==> src/design/salc_ram.sv <==
`timescale 1ns / 1ps
`default_nettype none
// ----------------------------------------------------------------------------
// salc_ram
// Generic single-port-write, single-port-read RAM with registered read data.
// ----------------------------------------------------------------------------
module salc_ram #(
    parameter int WIDTH = 8,
    parameter int DEPTH = 16,
    localparam int AW = (DEPTH > 1) ? $clog2(DEPTH) : 1
) (
    input  wire logic                 aclk,
    input  wire logic                 we,
    input  wire logic [AW-1:0]        waddr,
    input  wire logic [WIDTH-1:0]     wdata,
    input  wire logic                 re,
    input  wire logic [AW-1:0]        raddr,
    output logic      [WIDTH-1:0]     rdata
);
    logic [WIDTH-1:0] mem [DEPTH];

    always_ff @(posedge aclk) begin
        if (we) begin
            mem[waddr] <= wdata;
        end
        if (re) begin
            rdata <= mem[raddr];
        end
    end

endmodule
`default_nettype wire

==> config.mk <==
export PLATFORM = sky130hd
export DESIGN_NAME = salc_ram
export DESIGN_NICKNAME = d
export VERILOG_FILES = /design/src/design/salc_ram.sv
export SDC_FILE = /design/constraint.sdc
export NUM_CORES = 1
export LEC_CHECK = 0
export BUFFER_PORTS_ARGS = -buffer_cell sky130_fd_sc_hd__buf_2
export CAP_MARGIN = 5
export CORE_MARGIN = 5
export CORE_UTILIZATION = 60
export CTS_BUF_LIST = sky130_fd_sc_hd__clkbuf_16
export DETAILED_ROUTE_END_ITERATION = 16
export PLACE_DENSITY = 0.78
export SYNTH_ARGS = -nofsm -noshare
export SYNTH_HDL_FRONTEND = slang
export SYNTH_SLANG_ARGS = --single-unit
export TNS_END_PERCENT = 5
==> constraint.sdc <==
create_clock -name aclk -period 3.5 [get_ports aclk]
set_input_delay 0.175 -clock aclk [delete_from_list [all_inputs] [get_ports aclk]]
set_output_delay 0.175 -clock aclk [all_outputs]
set_load 0.005 [all_outputs]
==> impl_metrics.csv <==
group,metric,value,unit
placed_design,dp_hpwl,5.90,mm
setup_path,required,3.64,ns
power_and_ir_drop,ir_drop,0.413,mV
min_path,min_path_type,"in -> reg",
timing,max_freq,574,MHz
finish,fillerInstances,512,
power_and_ir_drop,combPwrFrac,4.1,%
die,die_w,103,um
synth,yosys.area.top_type,"edfxtp_1",
clocking,numCtsBuffers,17,
die,coreArea,8590,sq um
setup_path,cp_cell_sequence,"buf_2 -> buf_4 -> mux4_1 -> a22oi_1 -> nand2_1",
clocking,clkSlewWorstSetupHoldPaths,0.06,ns
global_route,grt.overflow.total,0,
detailed_routing,vias,2441,
power_and_ir_drop,power,3900,uW
setup_path,cp-end-kind,"flop",
detailed_routing,antenna_left,0,
global_route,grt_pass1_vias,2616,
power_and_ir_drop,power_frac_clock,48.6,%
placed_design,port_buffers,26,
power_and_ir_drop,p_leak,0.00204,uW
timing,setup_viol,0,
timing,worst_pin_slew,1.13,ns
setup_path,cp_slowest_cell,"mux4_1",
min_path,worstHoldPathCells,1,
power_and_ir_drop,p_int,3110,uW
setup_path,crit_type,"in -> reg",
synth,async_flop_share,0,%
detailed_routing,vias_per_cell,6.26,
synth,synthTopCellsByCount,"136 x edfxtp_1, 18 x mux4_2, 16 x a22oi_1, 14 x mux4_1, 13 x nor2_1",
clocking,clk_latency,0.40,ns
finish,fin_area,6080,sq um
placed_design,place_area,5440,sq um
die,die-area,10700,sq um
timing,hold_viol,0,
finish,multi_input_comb_area,1060,sq um
clocking,cts_max_level,4,
finish,diodes,0,
timing,fin_ws,1.76,ns
die,io_pins,27,
detailed_routing,dr.pass1.iters,4,
detailed_routing,drc,0,
power_and_ir_drop,p_per_area,640,nW/um^2
clocking,cts_tree,"yes",
clocking,post_cts_buffers,0,
global_route,track_usage,20.7,%
clocking,ctsHoldBuffers,0,
synth,synth-warning-count,0,
placed_design,place.gp.congestion,0.689,
clocking,cts_sinks,136,
global_route,grt_antenna_before_repair,0,
power_and_ir_drop,swShare,20.2,%
timing,period_minus_slack,1.74,ns
setup_path,timing.critical_path.buf_inv,2,
synth,synth-seq-cells,136,
synth,synth.net_count,248,
synth,synth.most_common_cell,"edfxtp_1",
clocking,cts-root-buf,"clkbuf_16",
die,start_util,60.8,%
timing,slew_headroom,24.1,%
finish,area_growth,16.4,%
synth,synth-main-ff-cell,"edfxtp_1",
setup_path,crit_family,"buffers and inverters",
power_and_ir_drop,power.share.sequential,47.3,%
detailed_routing,wl,9.75,mm
detailed_routing,wire_per_inst,25.0,um
setup_path,crit_cells,5,
synth,syn_area_per_cell,22.8,sq um
die,rows,34,
finish,drive_gt1_share,29.1,%
die,fp.dieH,103,um
synth,synthCells,229,
synth,ys_seq_area_share,78.1,%
detailed_routing,first_iter_violations,204,
synth,netlist_area,5230,sq um
power_and_ir_drop,p_switching,787,uW
synth,synth_top_area_share,78.1,%
synth,synth_area_leaders,"edfxtp_1 78%, mux4_2 7.8%, mux4_1 7.0%",
setup_path,worst-path-max-fanout,12,
placed_design,dp_slack,1.39,ns
run,maxCapViolations,0,
status,status,"complete, no violations",
setup_path,rr_worst_depth,3,
setup_path,cpPeakStageDelay,0.59,ns
global_route,grt_start_max_net_pins,33,
timing,skew,0.00734,ns
global_route,grt_pass1_wl,15.1,mm
setup_path,start_kind,"input pin",
timing,fin_tns_setup,0,ns
synth,synth_cell_type_count,18,
setup_path,crit_arrival,1.88,ns
finish,nets,288,
synth,synth-edff-count,136,
finish,final-seq-area,4080,sq um
timing,maxSlewViolCount,0,
timing,rsz0062_at_grt,"false",
clocking,cts_resized,0,
timing,post-route-period-util,49.8,%
clocking,cts_buffer_depth,2,
[cell usage in the layout (no fill, tap or decap), drive strengths merged]
cell / netlist / layout
buf: 7 / 31
clkbuf: 0 / 17
mux4: 32 / 32
nor2b: 1 / 1
clkinv: 0 / 3
bufinv: 0 / 4
nor3: 4 / 4
and2b: 1 / 1
nand3b: 2 / 2
edfxtp: 136 / 136
a22oi: 16 / 16
nand3: 1 / 1
nand2b: 2 / 2
clkinvlp: 0 / 2
nor2: 13 / 13
inv: 0 / 6
and2: 1 / 1
or3b: 1 / 1
nand2: 9 / 9
[kinds of logic after synthesis]
logic type | share of synthesized area [%]
flip-flops | 78.1
multiplexers | 14.8
AND/OR/NAND/NOR | 3.14
buffers and inverters | 1.65
AO/OA/AOI/OAI | 2.30
[power by group through the flow]
stage	registers (uW)	clock network (uW)	logic, uW
3_5_place_dp	1880	0	157
2_1_floorplan	1880	0	92.6
5_1_grt	1850	2000	172
4_1_cts	1850	1910	160
6_report	1840	1890	158
3_3_place_gp	1880	0	152
[path summary, 6_finish.rpt]
kind | start | slack [ns] | end
min reg2reg | mem[13][1] | 0.76 | rdata[1]
max | raddr[0] | 1.76 | rdata[5]
min | re | 0.14 | rdata[0]
max reg2reg | mem[1][5] | 1.91 | rdata[5]
[flip-flops by register name, summed over array words and instances, names as in the netlist]
name	flops
mem	128
rdata	8
[per-stage QoR]
stage	hold WS, ns	cells	utilization, %
2_1_floorplan	0.274	229	-
3_3_place_gp	0.546	358	63.4
3_5_place_dp	0.548	358	63.4
4_1_cts	0.124	390	70.8
5_1_grt	0.122	390	70.8
6_report	0.136	390	70.8
[layer usage]
layer	track usage (%)	part of all wire, %	vias up
li1	-	-	1061
met5	0	0	-
met1	26.8	39	1251
met2	32.5	50	119
met3	6.30	8.5	10
met4	9.46	1.7	0
[layout make-up]
cell class	instances	area share [%]
well taps	108	2.22
clock inverters	15	3.52
multi-input cells	83	17.4
repair buffers	31	2.76
clock buffers	17	6.99
flip-flops and latches	136	67.1
Power figures use the tool's default switching activity.
