### config.mk
export PLATFORM = sky130hd
export DESIGN_NAME = salc_way_scan
export DESIGN_NICKNAME = d
export VERILOG_FILES = /design/src/design/salc_pkg.sv /design/src/design/salc_way_scan.sv
export SDC_FILE = /design/constraint.sdc
export NUM_CORES = 1
export LEC_CHECK = 0
export ABC_AREA = 1
export ABC_CLOCK_PERIOD_IN_PS = 2500
export BUFFER_PORTS_ARGS = -buffer_cell sky130_fd_sc_hd__buf_2
export CAP_MARGIN = 30
export CORE_ASPECT_RATIO = 1.2
export CORE_MARGIN = 5
export CORE_UTILIZATION = 42
export DETAILED_ROUTE_END_ITERATION = 16
export PLACE_DENSITY = 0.88
export RECOVER_POWER = 100
export REMOVE_ABC_BUFFERS = 1
export SLEW_MARGIN = 20
export SYNTH_ARGS = -nofsm -noshare
export SYNTH_HDL_FRONTEND = slang
export SYNTH_SLANG_ARGS = --single-unit
### constraint.sdc
create_clock -name aclk -period 2.5 [get_ports aclk]
set_input_delay 0 -clock aclk [delete_from_list [all_inputs] [get_ports aclk]]
set_output_delay 0 -clock aclk [all_outputs]
set_load 0.01 [all_outputs]
### src/design/salc_pkg.sv
`timescale 1ns / 1ps
`default_nettype none
// ----------------------------------------------------------------------------
// salc_pkg
// Shared types, field widths, codes and helpers of the LRU cache simulator.
// ----------------------------------------------------------------------------
package salc_pkg;

    // Default storage geometry
    localparam int MAX_SETS_DEF = 64;
    localparam int MAX_WAYS_DEF = 8;

    // Input field widths
    localparam int ACTION_W = 2;
    localparam int ADDR_W   = 32;
    localparam int TAG_W    = ADDR_W;

    // Configuration register widths and indexes
    localparam int SET_BITS_W   = 3;
    localparam int WAYS_W       = 4;
    localparam int BLOCK_BITS_W = 5;
    localparam int CFG_IDX_W    = 2;
    localparam int CFG_DATA_W   = 5;
    localparam int SHAMT_W      = 6;
    // Widest set field before the wrap onto the stored sets
    localparam int SET_RAW_W    = (1 << SET_BITS_W) - 1;

    localparam logic [CFG_IDX_W-1:0] REG_SET_BITS   = 2'd0;
    localparam logic [CFG_IDX_W-1:0] REG_WAYS       = 2'd1;
    localparam logic [CFG_IDX_W-1:0] REG_BLOCK_BITS = 2'd2;

    // Action codes
    localparam logic [ACTION_W-1:0] ACT_LOAD   = 2'd0;
    localparam logic [ACTION_W-1:0] ACT_STORE  = 2'd1;
    localparam logic [ACTION_W-1:0] ACT_MODIFY = 2'd2;

    // Result fields
    localparam int HITS_W        = 2;
    localparam int TOTAL_W       = 32;
    localparam logic [TOTAL_W-1:0] TOTAL_MAX = 32'hFFFF_FFFF;
    localparam int OUT_FIELDS_W  = HITS_W + 2 + 3 * TOTAL_W;
    localparam int OUT_TDATA_W   = ((OUT_FIELDS_W + 7) / 8) * 8;

    // Control into the way scan unit
    typedef struct packed {
        logic clear;
        logic step;
    } scan_ctrl_t;

    // Status out of the way scan unit
    typedef struct packed {
        logic found;
        logic have_free;
        logic have_victim;
    } scan_flags_t;

    function automatic logic [TOTAL_W-1:0] sat_inc(input logic [TOTAL_W-1:0] v);
        return (v == TOTAL_MAX) ? v : v + TOTAL_W'(1);
    endfunction

endpackage
`default_nettype wire

### src/design/salc_way_scan.sv
`timescale 1ns / 1ps
`default_nettype none
// ----------------------------------------------------------------------------
// salc_way_scan
// Shared tag compare and rank compare unit, one way per step. Tracks the
// most recent matching line, the first free way, the least recent line
// and the number of valid lines of the set.
// ----------------------------------------------------------------------------
module salc_way_scan
    import salc_pkg::*;
#(
    parameter int MAX_WAYS = MAX_WAYS_DEF,
    localparam int WAY_W  = (MAX_WAYS > 1) ? $clog2(MAX_WAYS) : 1,
    localparam int VCNT_W = $clog2(MAX_WAYS + 1)
) (
    input  wire logic              aclk,
    input  wire logic              aresetn,
    input  wire scan_ctrl_t        ctrl,
    input  wire logic [TAG_W-1:0]  key_tag,
    input  wire logic [WAY_W-1:0]  way_idx,
    input  wire logic              way_valid,
    input  wire logic [TAG_W-1:0]  way_tag,
    input  wire logic [WAY_W-1:0]  way_rank,
    output scan_flags_t            flags,
    output logic      [WAY_W-1:0]  hit_way,
    output logic      [WAY_W-1:0]  best_rank,
    output logic      [WAY_W-1:0]  free_way,
    output logic      [WAY_W-1:0]  victim_way,
    output logic      [WAY_W-1:0]  worst_rank,
    output logic      [VCNT_W-1:0] valid_count
);
    scan_flags_t       flags_reg;
    logic [VCNT_W-1:0] count_reg;
    logic              match;

    assign match = way_valid && (way_tag == key_tag);

    always_ff @(posedge aclk) begin
        if (!aresetn || ctrl.clear) begin
            flags_reg <= '0;
            count_reg <= '0;
        end else if (ctrl.step) begin
            // most recent match wins
            if (match && (!flags_reg.found || way_rank < best_rank)) begin
                flags_reg.found <= 1'b1;
                best_rank       <= way_rank;
                hit_way         <= way_idx;
            end
            // lowest free way
            if (!way_valid && !flags_reg.have_free) begin
                flags_reg.have_free <= 1'b1;
                free_way            <= way_idx;
            end
            // least recent valid line
            if (way_valid && (!flags_reg.have_victim || way_rank > worst_rank)) begin
                flags_reg.have_victim <= 1'b1;
                worst_rank            <= way_rank;
                victim_way            <= way_idx;
            end
            if (way_valid) begin
                count_reg <= count_reg + VCNT_W'(1);
            end
        end
    end

    assign flags       = flags_reg;
    assign valid_count = count_reg;

endmodule
`default_nettype wire
==> qor.txt <==
==================================================================================================
Outcome                                                                               complete, no violations
Time the worst path needs with I/O delays and setup                                        2.05 ns
CTS Buf Count                                                                                    3
Max cap viols                                                                                    0
Gate Count Post-Synth                                                                          220
Max-slew headroom                                                                            0.461
Wire length per cell after detailed routing                                                10.9 um
Starting utilization of the core area                                                        0.438
Crit path largest cell delay                                                               0.68 ns
EDFF count, synth                                                                               15
Post-Synthesis Cell Area                                                                 1490 um^2
Hold/Removal Path Class                                                                     in2reg
Flip-flop count of the largest register after layout                                             4
DR vias/cell                                                                                  4.52
Clock latency on the worst-skew pair                                                       0.25 ns
Syn Area/Cell                                                                            6.77 um^2
DR pass1 iterations                                                                              4
Startpoint type of the worst setup path                                                  input pin
FF+latch area                                                                             591 um^2
Setup repair after global routing missed its margin                                             no
Number of nets in the final layout                                                             409
Number of distinct library cell variants in the gate-level netlist after synthesis              19
Count of endpoints failing hold in the final timing report                                       0
Worst Setup End Kind                                                                     flip-flop
Iter 0 DRT Violations                                                                           58
ANT nets after route                                                                             0
Top cells by count, synth                                                             71 x nand2_1, 53 x inv_1, 26 x nor2_1
Crit path arrival time                                                                     1.93 ns
Final GP Congestion                                                                          0.757
Critical-path cell with the highest stage delay                                             nor3_1
Cell area after layout                                                                   2080 um^2
PwrDens                                                                                375 nW/um^2
Timing-limited maximum frequency                                                         0.488 GHz
Dominant cell by count in the synthesized netlist                                          nand2_1
Share of the core filled with cells in the final layout                                      0.614
Top FF cell, synth                                                                        edfxtp_1
CTS tree                                                                                      done
Floorplan die width                                                                        64.4 um
CP max FO                                                                                        6
Core area                                                                                3400 um^2
Die outline height                                                                         75.2 um
Ports                                                                                           97
Footprint of the multi-input gates                                                        687 um^2
Final Max Tran Viols                                                                             0
Post-detail-place hpwl                                                                     3510 um
P&R area growth vs syn                                                                       40.0%
Share of the clock period used by the worst path after layout                                0.819
Flip-flop and latch count after synthesis                                                       22
Initial antenna violation count                                                                  0
Worst-case clock buffer depth                                                                    2
Cell leakage power                                                                         1.15 nW
Setup Total Neg Slack                                                                         0 ns
Critical Setup Path Class                                                                   in2reg
Fraction of final layout cells with drive strength greater than 1                            0.235
Num rows                                                                                        23
Ranking of synthesized cells by area                                                  edfxtp_1 30%, nand2_1 18%, inv_1 13%, dfxtp_1 9.4%, nor2_1 6.6%
Remaining Overflow, GRT                                                                          0
Die ar.                                                                                  4840 um^2
Cts hold-fix bufs                                                                                5
Worst Hold Margin                                                                        0.0337 ns
Post-detailed-routing wire length                                                          3970 um
Pin count of the biggest net entering global routing                                            13
Share of the synthesized area in the top cell type                                           0.303
Worst slack, placed                                                                       0.750 ns
CTS sink count                                                                                  22
Number of global-route vias before repair                                                     1610
Worst setup skew after layout                                                           0.00161 ns
FFs w/ async S/R, synth                                                                          0
Cells traversed along the worst timing path                                           dlygate4sd3_1 > clkbuf_1 > ha_1 > a21oi_1 > a21boi_0 > nor3_1
Number of antenna cells inserted                                                                 0
Final routed DRC violation total                                                                 0
Clock root cell                                                                           clkbuf_8
Slew at the pin closest to its max-slew limit                                             0.803 ns
H-Tree Depth                                                                                     1
IO buf count                                                                                    96
Global-route wire length before repair                                                     6360 um
Least setup slack across all paths after layout                                           0.453 ns
Via count                                                                                     1644
Post_cts resized                                                                                 0
Largest vdd supply drop                                                                   0.175 mV
Synthesis warning total                                                                          0
Data required time at the worst endpoint                                                   2.38 ns
Cell taking the most area after synthesis                                                 edfxtp_1
Filler Cell Count                                                                              328
Final Setup Violations                                                                           0
Fraction of the yosys area taken by sequential cells                                         0.397
Cell area reported after detailed placement                                              2020 um^2
Clock transition time at the flip-flop clock pins of the worst setup and hold paths        0.07 ns
Setup Buffers After CTS                                                                          0
Total global routing track utilization                                                       0.169
==================================================================================================
[layout by cell type (no fill, tap or decap)]
master and instances:
nor2_1 26, clkbuf_1 29, clkinv_1 1, dfxtp_1 7, nand3_1 5, ha_1 6
clkbuf_8 3, edfxtp_1 15, inv_2 2, nor2_2 1, inv_1 53, a21oi_1 8
buf_2 68, xnor2_1 8, dlygate4sd3_1 6, nand2_4 1, nand2_2 1, nand2_1 71
a21boi_0 1, nor3_1 3, nor3_2 1, o21ai_0 10, and3_1 1
[metrics by stage]
stage                     total power, mW  cells
after detailed placement            0.579    354
after global routing                0.828    364
after CTS                           0.790    363
after floorplan                     0.488    220
after global placement              0.574    354
final                               0.781    364
[layout make-up]
class	count	share of cell area
inverters	55	0.0990
well taps	37	0.0222
clock buffers	3	0.0198
clock inverters	1	0.00180
multi-input cells	143	0.330
flip-flops and latches	22	0.283
repair buffers	103	0.244
[logic make-up after synthesis]
| group | after synthesis | share of synthesized area |
|---|---|---|
| and+or+nand+nor | 110 | 0.302 |
| xor gates and xnor gates | 8 | 0.0471 |
| buffers and inverters | 55 | 0.139 |
| DFF | 22 | 0.397 |
| adders and majority gates | 6 | 0.0504 |
| AOI/OAI and AO/OA | 19 | 0.0655 |
[final timing paths]
check | depth (start not counted) | startpoint | endpoint | slack, ns
min | 3 | aresetn | valid_count[3] | 0.03
max reg2reg | 5 | best_rank[2] | hit_way[2] | 0.53
min reg2reg | 2 | flags[0] | flags[0] | 0.49
max | 6 | way_rank[2] | hit_way[2] | 0.45
[worst max-delay path: cells and delay by family]
family | cells | cell delay [ns]
compound gates | 2 | 0.24
simple gates | 1 | 0.68
buf+inv | 2 | 0.69
fa+ha+maj | 1 | 0.32
[per-layer routing]
metal | part of all wire | routed length, um | global-route usage
met1 | 0.38 | 1500 | 0.173
met2 | 0.51 | 2010 | 0.326
met3 | 0.094 | 374 | 0.0418
met4 | 0.021 | 84 | 0.0728
met5 | 0 | 0 | 0
[power breakdown]
group,switching (mW),internal [mW],leakage (nW)
clock,0.0986,0.109,0.0231
sequential,0.00257,0.393,0.192
combinational,0.0888,0.0888,0.938
total,0.190,0.591,1.15
Power figures use the tool's default switching activity.
